### config.mk
export PLATFORM = sky130hd
export DESIGN_NAME = sensor_sentence_parser_core
export DESIGN_NICKNAME = d
export VERILOG_FILES = /design/src/ssp_pkg.sv /design/src/ssp_parser.sv /design/src/sensor_sentence_parser_core.sv
export SDC_FILE = /design/constraint.sdc
export NUM_CORES = 1
export LEC_CHECK = 0
export BUFFER_PORTS_ARGS = -buffer_cell sky130_fd_sc_hd__buf_2
export CORE_MARGIN = 2
export CORE_UTILIZATION = 40
export DETAILED_ROUTE_END_ITERATION = 6
export GPL_TIMING_DRIVEN = 0
export REMOVE_ABC_BUFFERS = 1
export SETUP_SLACK_MARGIN = 0.5
export SYNTH_ARGS = -nofsm -noshare
export SYNTH_HDL_FRONTEND = slang
export SYNTH_SLANG_ARGS = --single-unit
### constraint.sdc
create_clock -name clk -period 18.44 [get_ports clk]
set_input_delay 0.922 -clock clk [delete_from_list [all_inputs] [get_ports clk]]
set_output_delay 0.922 -clock clk [all_outputs]
set_load 0.005 [all_outputs]
### src/ssp_pkg.sv
package ssp_pkg;

	localparam int FIELD_BUFFER = 32;
	localparam int LEN_W = $clog2(FIELD_BUFFER);
	localparam logic [LEN_W-1:0] LEN_LIMIT = LEN_W'(FIELD_BUFFER - 1);

	localparam logic [2:0] KIND_HRM   = 3'd0;
	localparam logic [2:0] KIND_CAD   = 3'd1;
	localparam logic [2:0] KIND_ANCS  = 3'd2;
	localparam logic [2:0] KIND_DWN   = 3'd3;
	localparam logic [2:0] KIND_DBG   = 3'd4;
	localparam logic [2:0] KIND_OTHER = 3'd5;
	localparam int NUM_KW = 5;

	localparam logic [3:0] FIELD_0   = 4'd0;
	localparam logic [3:0] FIELD_1   = 4'd1;
	localparam logic [3:0] FIELD_2   = 4'd2;
	localparam logic [3:0] FIELD_3   = 4'd3;
	localparam logic [3:0] FIELD_4   = 4'd4;
	localparam logic [3:0] FIELD_MAX = 4'd15;

	localparam logic [7:0] CH_DOLLAR = 8'h24;
	localparam logic [7:0] CH_COMMA  = 8'h2C;
	localparam logic [7:0] CH_CR     = 8'h0D;
	localparam logic [7:0] CH_LF     = 8'h0A;
	localparam logic [7:0] CH_MINUS  = 8'h2D;
	localparam logic [7:0] CH_POINT  = 8'h2E;
	localparam logic [7:0] CH_ZERO   = 8'h30;
	localparam logic [7:0] CH_NINE   = 8'h39;
	localparam logic [7:0] CH_NUL    = 8'h00;

	localparam logic [31:0] SPEED_MAX = 32'h7FFF_FFFF;

	localparam logic [7:0] KW_TEXT [NUM_KW][4] = '{
		'{8'h48, 8'h52, 8'h4D, 8'h00},
		'{8'h43, 8'h41, 8'h44, 8'h00},
		'{8'h41, 8'h4E, 8'h43, 8'h53},
		'{8'h44, 8'h57, 8'h4E, 8'h00},
		'{8'h44, 8'h42, 8'h47, 8'h00}
	};
	localparam logic [2:0] KW_LEN [NUM_KW] = '{3'd3, 3'd3, 3'd4, 3'd3, 3'd3};

	typedef enum logic [2:0] {
		PH_START,
		PH_INT,
		PH_POINT,
		PH_FRAC,
		PH_DONE
	} dec_phase_t;

	typedef struct packed {
		logic               done;
		logic [2:0]         kind;
		logic [31:0]        first_value;
		logic [31:0]        second_value;
		logic [31:0]        third_value;
		logic signed [31:0] speed_hundredths;
	} ssp_result_t;

	function automatic logic [31:0] acc_digit(input logic [31:0] acc, input logic [3:0] d);
		logic [35:0] v;
		v = {1'b0, acc, 3'b000} + {3'b000, acc, 1'b0} + {32'd0, d};
		acc_digit = (v[35:32] != 4'd0) ? 32'hFFFF_FFFF : v[31:0];
	endfunction

endpackage

### src/ssp_parser.sv
module ssp_parser
	import ssp_pkg::*;
(
	input  logic        clk,
	input  logic        arst_n,
	input  logic        adv,
	input  logic [7:0]  ch,
	output ssp_result_t res
);

	logic              in_sentence_q, in_sentence_n;
	logic [3:0]        field_index_q, field_index_n;
	logic [LEN_W-1:0]  field_length_q, field_length_n;
	logic              field_truncated_q, field_truncated_n;
	logic              field_has_text_q, field_has_text_n;
	logic [NUM_KW-1:0] keyword_match_q, keyword_match_n;
	logic [2:0]        sentence_kind_q, sentence_kind_n;
	logic [31:0]       number_acc_q, number_acc_n;
	logic              digits_running_q, digits_running_n;
	dec_phase_t        decimal_phase_q, decimal_phase_n;
	logic              decimal_negative_q, decimal_negative_n;
	logic [6:0]        fraction_acc_q, fraction_acc_n;
	logic [31:0]       stored_q [9];
	logic [31:0]       stored_n [9];

	logic        is_digit;
	logic [3:0]  digit;
	logic [31:0] acc_next;
	logic [38:0] speed_mag;
	logic [31:0] speed_sat;
	logic [31:0] speed_val;
	logic        done;
	logic [2:0]  done_kind;
	logic [2:0]  kw_kind;

	assign is_digit = (ch >= CH_ZERO) && (ch <= CH_NINE);
	assign digit    = is_digit ? 4'(ch - CH_ZERO) : 4'd0;
	assign acc_next = acc_digit(number_acc_q, digit);

	// magnitude of the speed field, saturated to the positive signed range
	assign speed_mag = {7'd0, number_acc_q} * 39'd100 + {32'd0, fraction_acc_q};
	assign speed_sat = (speed_mag > {7'd0, SPEED_MAX}) ? SPEED_MAX : speed_mag[31:0];
	assign speed_val = decimal_negative_q ? (32'd0 - speed_sat) : speed_sat;

	always_comb begin
		kw_kind = KIND_OTHER;
		for (int k = NUM_KW - 1; k >= 0; k--) begin
			if (keyword_match_q[k]) begin
				kw_kind = 3'(k);
			end
		end
	end

	always_comb begin
		in_sentence_n      = in_sentence_q;
		field_index_n      = field_index_q;
		field_length_n     = field_length_q;
		field_truncated_n  = field_truncated_q;
		field_has_text_n   = field_has_text_q;
		keyword_match_n    = keyword_match_q;
		sentence_kind_n    = sentence_kind_q;
		number_acc_n       = number_acc_q;
		digits_running_n   = digits_running_q;
		decimal_phase_n    = decimal_phase_q;
		decimal_negative_n = decimal_negative_q;
		fraction_acc_n     = fraction_acc_q;
		for (int i = 0; i < 9; i++) begin
			stored_n[i] = stored_q[i];
		end
		done      = 1'b0;
		done_kind = KIND_HRM;

		if (ch == CH_DOLLAR || ch == CH_COMMA || ch == CH_CR || ch == CH_LF) begin
			if (ch == CH_DOLLAR) begin
				in_sentence_n   = 1'b1;
				field_index_n   = FIELD_0;
				sentence_kind_n = KIND_OTHER;
			end else if (in_sentence_q) begin
				if (field_length_q < LEN_LIMIT) begin
					if (field_index_q == FIELD_0) begin
						sentence_kind_n = kw_kind;
					end else if (sentence_kind_q != KIND_OTHER && field_has_text_q) begin
						case (sentence_kind_q)
							KIND_HRM: begin
								if (field_index_q == FIELD_1) begin
									stored_n[0] = number_acc_q;
								end else if (field_index_q == FIELD_2) begin
									stored_n[1] = number_acc_q;
									done = 1'b1;
								end
							end
							KIND_CAD: begin
								if (field_index_q == FIELD_1) begin
									stored_n[2] = number_acc_q;
								end else if (field_index_q == FIELD_2) begin
									stored_n[3] = speed_val;
									done = 1'b1;
								end
							end
							KIND_ANCS: begin
								if (field_index_q == FIELD_1) begin
									stored_n[4] = number_acc_q;
								end else if (field_index_q == FIELD_2) begin
									done = (stored_q[4] == 32'd0);
								end else if (field_index_q == FIELD_3) begin
									done = 1'b1;
								end
							end
							KIND_DWN: begin
								if (field_index_q == FIELD_1) begin
									stored_n[5] = number_acc_q;
									done = 1'b1;
								end
							end
							KIND_DBG: begin
								if (field_index_q == FIELD_1) begin
									stored_n[6] = number_acc_q;
								end else if (field_index_q == FIELD_2) begin
									stored_n[7] = number_acc_q;
								end else if (field_index_q == FIELD_3) begin
									stored_n[8] = number_acc_q;
									done = (stored_q[6] == 32'd0);
								end else if (field_index_q == FIELD_4) begin
									done = (stored_q[6] == 32'd1);
								end
							end
							default: begin
								done = 1'b0;
							end
						endcase
						done_kind = sentence_kind_q;
					end
				end
				if (field_index_q < FIELD_MAX) begin
					field_index_n = field_index_q + 4'd1;
				end
				if (done) begin
					in_sentence_n = 1'b0;
				end
			end
			// new field
			field_length_n     = '0;
			field_truncated_n  = 1'b0;
			field_has_text_n   = 1'b0;
			keyword_match_n    = '1;
			number_acc_n       = 32'd0;
			digits_running_n   = 1'b1;
			decimal_phase_n    = PH_START;
			decimal_negative_n = 1'b0;
			fraction_acc_n     = 7'd0;
		end else if (in_sentence_q && field_length_q < LEN_LIMIT) begin
			field_length_n = field_length_q + LEN_W'(1);
			if (!field_truncated_q) begin
				if (ch == CH_NUL) begin
					field_truncated_n = 1'b1;
				end else begin
					field_has_text_n = 1'b1;
					for (int k = 0; k < NUM_KW; k++) begin
						if ({{(LEN_W > 3 ? LEN_W - 3 : 0){1'b0}}, KW_LEN[k]} <= field_length_q
								|| KW_TEXT[k][field_length_q[1:0]] != ch) begin
							keyword_match_n[k] = 1'b0;
						end
					end
					if (sentence_kind_q == KIND_CAD && field_index_q == FIELD_2) begin
						case (decimal_phase_q)
							PH_START, PH_INT: begin
								if (decimal_phase_q == PH_START && ch == CH_MINUS) begin
									decimal_negative_n = 1'b1;
									decimal_phase_n    = PH_INT;
								end else if (is_digit) begin
									number_acc_n    = acc_next;
									decimal_phase_n = PH_INT;
								end else if (ch == CH_POINT) begin
									decimal_phase_n = PH_POINT;
								end else begin
									decimal_phase_n = PH_DONE;
								end
							end
							PH_POINT: begin
								if (is_digit) begin
									fraction_acc_n  = {digit, 3'b000} + {2'b00, digit, 1'b0};
									decimal_phase_n = PH_FRAC;
								end else begin
									decimal_phase_n = PH_DONE;
								end
							end
							PH_FRAC: begin
								if (is_digit) begin
									fraction_acc_n = fraction_acc_q + {3'b000, digit};
								end
								decimal_phase_n = PH_DONE;
							end
							default: begin
								decimal_phase_n = decimal_phase_q;
							end
						endcase
					end else if (digits_running_q && is_digit) begin
						number_acc_n = acc_next;
					end else begin
						digits_running_n = 1'b0;
					end
				end
			end
		end
	end

	always_comb begin
		res.done             = done;
		res.kind             = done_kind;
		res.first_value      = 32'd0;
		res.second_value     = 32'd0;
		res.third_value      = 32'd0;
		res.speed_hundredths = 32'sd0;
		case (done_kind)
			KIND_HRM: begin
				res.first_value  = stored_n[0];
				res.second_value = stored_n[1];
			end
			KIND_CAD: begin
				res.first_value      = stored_n[2];
				res.speed_hundredths = signed'(stored_n[3]);
			end
			KIND_ANCS: begin
				res.first_value = stored_n[4];
			end
			KIND_DWN: begin
				res.first_value = stored_n[5];
			end
			default: begin
				res.first_value  = stored_n[6];
				res.second_value = stored_n[7];
				res.third_value  = stored_n[8];
			end
		endcase
	end

	always_ff @(posedge clk or negedge arst_n) begin
		if (!arst_n) begin
			in_sentence_q      <= 1'b0;
			field_index_q      <= FIELD_0;
			field_length_q     <= '0;
			field_truncated_q  <= 1'b0;
			field_has_text_q   <= 1'b0;
			keyword_match_q    <= '1;
			sentence_kind_q    <= KIND_OTHER;
			number_acc_q       <= 32'd0;
			digits_running_q   <= 1'b1;
			decimal_phase_q    <= PH_START;
			decimal_negative_q <= 1'b0;
			fraction_acc_q     <= 7'd0;
			for (int i = 0; i < 9; i++) begin
				stored_q[i] <= 32'd0;
			end
		end else if (adv) begin
			in_sentence_q      <= in_sentence_n;
			field_index_q      <= field_index_n;
			field_length_q     <= field_length_n;
			field_truncated_q  <= field_truncated_n;
			field_has_text_q   <= field_has_text_n;
			keyword_match_q    <= keyword_match_n;
			sentence_kind_q    <= sentence_kind_n;
			number_acc_q       <= number_acc_n;
			digits_running_q   <= digits_running_n;
			decimal_phase_q    <= decimal_phase_n;
			decimal_negative_q <= decimal_negative_n;
			fraction_acc_q     <= fraction_acc_n;
			for (int i = 0; i < 9; i++) begin
				stored_q[i] <= stored_n[i];
			end
		end
	end

endmodule

### src/sensor_sentence_parser_core.sv
// channel  direction  handshake                 payload
// in       input      in_valid / in_stall       ch
// out      output     out_valid / out_stall     kind, first_value, second_value,
//                                               third_value, speed_hundredths
//
// one character per cycle while in_stall is low; once the closing delimiter is taken, the result
// is presented after the input register, then the result register
// arst_n resets the parser state and clears the nine stored values to zero
// a held result stalls the input only once the input register is also full

module sensor_sentence_parser_core
	import ssp_pkg::*;
(
	input  logic               clk,
	input  logic               arst_n,
	input  logic               in_valid,
	output logic               in_stall,
	input  logic [7:0]         ch,
	output logic               out_valid,
	input  logic               out_stall,
	output logic [2:0]         kind,
	output logic [31:0]        first_value,
	output logic [31:0]        second_value,
	output logic [31:0]        third_value,
	output logic signed [31:0] speed_hundredths
);

	logic        valid_s1;
	logic [7:0]  ch_s1;
	logic        adv;
	ssp_result_t res;
	logic        out_valid_q;
	ssp_result_t res_q;

	assign adv      = valid_s1 && (!out_valid_q || !out_stall);
	assign in_stall = valid_s1 && !adv;

	ssp_parser u_parser (
		.clk    (clk),
		.arst_n (arst_n),
		.adv    (adv),
		.ch     (ch_s1),
		.res    (res)
	);

	always_ff @(posedge clk or negedge arst_n) begin
		if (!arst_n) begin
			valid_s1    <= 1'b0;
			out_valid_q <= 1'b0;
		end else begin
			if (in_valid && !in_stall) begin
				valid_s1 <= 1'b1;
			end else if (adv) begin
				valid_s1 <= 1'b0;
			end
			if (adv && res.done) begin
				out_valid_q <= 1'b1;
			end else if (!out_stall) begin
				out_valid_q <= 1'b0;
			end
		end
	end

	always_ff @(posedge clk) begin
		if (in_valid && !in_stall) begin
			ch_s1 <= ch;
		end
		if (adv && res.done) begin
			res_q <= res;
		end
	end

	assign out_valid        = out_valid_q;
	assign kind             = res_q.kind;
	assign first_value      = res_q.first_value;
	assign second_value     = res_q.second_value;
	assign third_value      = res_q.third_value;
	assign speed_hundredths = res_q.speed_hundredths;

endmodule
==> run_results.csv <==
group,metric,value,unit
critical_path,worstSetupPathType,"reg -> reg",
timing,drv_slew,0,
finish,antenna_cells,0,
floorplan,die-area,77990,µm²
timing,rsz0062_at_grt,"false",
floorplan,dieWidth,279.3,µm
timing,worst_pin_slew,996.8,ps
power,p_per_area,90.75,nW/µm²
timing,clock_skew,27.96,ps
floorplan,core,74700,µm²
synth,ys_warn_count,0,
floorplan,io_pins,145,
routing,vias,24308,
global_route,grtUsageTotal,20.44,%
critical_path,path_max_fanout,31,
synth,ys_top_cells_by_area,"dfrtp_1 29%, edfxtp_1 14%, ha_1 7.6%",
synth,yosysTopAreaCell,"dfrtp_1",
critical_path,cp-start-kind,"register",
power,p_clk_share,36.7,%
clocking,clockRootBuffer,"clkbuf_16",
timing,max_slew_margin,33.55,%
routing,drc_errors,0,
power,pwr-share-seq,39.3,%
placed_design,gp_congestion,0.8657,
synth,syn_area,30310,µm²
global_route,antenna_found_initial,0,
clocking,post_cts_resized,0,
timing,setup_tns,0,ps
synth,synth-seq-cells,493,
finish,fin_nets,3560,
power,switching_power,1.019,mW
routing,ant_nets,0,
placed_design,dpl.hpwl,55430,µm
finish,syn_to_final_growth,12.46,%
power,p_comb_share,24.0,%
routing,vias_per_cell,5.591,
timing,hold_viol_final,0,
synth,ys_seq_area_share,43.03,%
placed_design,dp_slack,9022,ps
floorplan,start_util,40.58,%
floorplan,core.rowCount,100,
placed_design,port_buffers,144,
job,maxCapViolations,0,
timing,period_share,51.38,%
clocking,cts_max_level,2,
synth,syn_inst,3323,
timing,timing.fmax,0.1055,GHz
power,p_sw_share,32.95,%
clocking,cts_hold_buf,0,
timing,setup_viol,0,
synth,avgSynthCellArea,9.121,µm²
run_status,outcome,"finished, final reports clean",
power,p_int,2.074,mW
hold_path,hold_path.class,"in -> async",
synth,synth-edff-count,139,
power,peakVddDrop,0.07380,mV
floorplan,die_h,279.3,µm
finish,fillerInstances,7204,
clocking,clock_latency,630,ps
synth,synthDistinctLibCells,85,
clocking,clockBufferDepth,3,
critical_path,required,18790,ps
clocking,cts_tree,"done",
timing,setup_ws,8966,ps
finish,drive_above_1_share,12.25,%
clocking,cts_buffers,55,
synth,synth_top_area_share,28.57,%
routing,drt_wl_total,80070,µm
global_route,grt_pass1_wl,128700,µm
timing,min_period,9474,ps
routing,dr.pass1.iters,6,
critical_path,critPathCaptureType,"register",
synth,yosys_most_used_dff,"dfrtp_1",
clocking,cts_setup_buffers,0,
routing,wire_per_inst,18.41,µm
routing,drtIter0Drc,1856,
synth,synthArstFlopShare,71.81,%
critical_path,worst-r2r-cell-count,27,
critical_path,crit_arrival,9820,ps
global_route,grt_max_degree,110,
global_route,grt_overflow,0,
power,p_leak,15.87,nW
clocking,cts.sinks,493,
global_route,grt_pass1_vias,23056,
clocking,path_clk_slew,60,ps
path summary, 6_finish.rpt:
path | to | slack, ps | startpoint
setup / recovery | speed_hundredths[24] | 8970 | u_parser.number_acc_q[3]
hold / removal | u_parser.number_acc_q[29] | 290 | arst_n
setup reg to reg | speed_hundredths[24] | 8970 | u_parser.number_acc_q[3]
hold reg to reg | u_parser.stored_q[161] | 460 | u_parser.stored_q[161]
max in group asynchronous | u_parser.number_acc_q[4] | 16640 | arst_n
min in group clk | u_parser.stored_q[161] | 460 | u_parser.stored_q[161]
sequential cells by signal, summed over array words and instances (netlist names), 4 cells and up:
name and cells:
u_parser.stored_q 288, u_parser.fraction_acc_q 7, u_parser.keyword_match_q 5, u_parser.field_length_q 5, speed_hundredths 32, third_value 32, u_parser.number_acc_q 32, second_value 32
ch_s1 8, u_parser.field_index_q 4, first_value 32
cells by family after synthesis:
family,synth area share (%)
simple gates,15.65
compound gates,17.48
flops,43.03
buf+inv,4.834
fa+ha+maj,9.709
mux,6.584
xor+xnor,2.712
synth_stat cells (20+ instances only):
cell type and instances:
a21o_1 29, a21oi_1 263, a31oi_1 47, and3_1 20, clkbuf_1 210, dfrtp_1 346, edfxtp_1 139, fa_1 32
ha_1 184, inv_1 152, mux2_2 75, mux2i_1 115, nand2_1 474, nand3_1 91, nand4_1 32, nor2_1 188
nor2b_1 22, nor3_1 84, nor4_1 30, o211ai_1 35, o21ai_0 291, o21ai_1 26, o22ai_1 100, xnor2_1 52
xor2_1 40
power groups by stage:
| stage | Clock (mW) | Sequential, mW | Combinational [mW] |
|---|---|---|---|
| after floorplan | 0 | 1.21 | 0.572 |
| after global placement | 0 | 1.24 | 0.731 |
| after detailed placement | 0 | 1.24 | 0.743 |
| after CTS | 1.16 | 1.22 | 0.749 |
| after global routing | 1.21 | 1.22 | 0.847 |
| final | 1.13 | 1.22 | 0.742 |
layout by cell type, fill, tap and decap left out, types with 84 or more instances in the layout:
cell	instances
nand2_1	462
dfrtp_1	345
o21ai_0	291
a21oi_1	263
nor2_1	186
ha_1	184
inv_1	151
buf_2	143
edfxtp_1	139
mux2i_1	115
o22ai_1	100
nand3_1	84
final cells by class:
class                   count  area (µm²)  area share (%)
clock buffers              67        1441           4.229
clock inverters            37       432.9           1.270
inverters                 153       574.3           1.685
multi-input cells        2446       15930           46.75
flip-flops and latches    493       13040           38.27
well taps                 969        1212           3.557
repair buffers            183        1448           4.247
worst max-delay path, stage by stage, from the launching register on:
cell	delay [ps]
dfrtp_1	950
ha_1	380
ha_1	320
fa_1	460
ha_1	370
o21a_1	230
a211oi_2	340
o211ai_1	240
a21oi_1	310
xnor2_1	270
nand4_1	360
or4_4	630
nor3_1	290
a31oi_1	200
or4_4	700
nor2_1	250
ha_1	230
or4b_2	630
nor3_1	270
and4_1	290
nand2_1	70
nor4_1	230
nand3_1	190
nor3_1	340
inv_1	110
a211o_1	320
o211ai_1	100
a21oi_1	120
layer usage:
metal	vias to the layer above	GRT usage, %	routed length (µm)
met5	-	0	0
met4	0	5.528	1781
met3	97	2.694	3848
met2	546	33.22	37250
met1	11776	28.65	37180
li1	11889	-	-
metrics by stage:
stage | std cells | hold slack [ps] | utilization, % | power (mW) | area (µm²)
floorplan | 3092 | 438.6 | - | 1.780 | 29420
global placement | 4205 | 449.4 | 41.97 | 1.969 | 31350
detailed placement | 4244 | 455.4 | 43.11 | 1.981 | 32200
CTS | 4348 | 290.3 | 45.62 | 3.126 | 34080
global route | 4348 | 323.0 | 45.63 | 3.278 | 34090
finish | 4348 | 287.2 | 45.63 | 3.093 | 34090
Note: power is estimated with default switching activity, not from simulation.
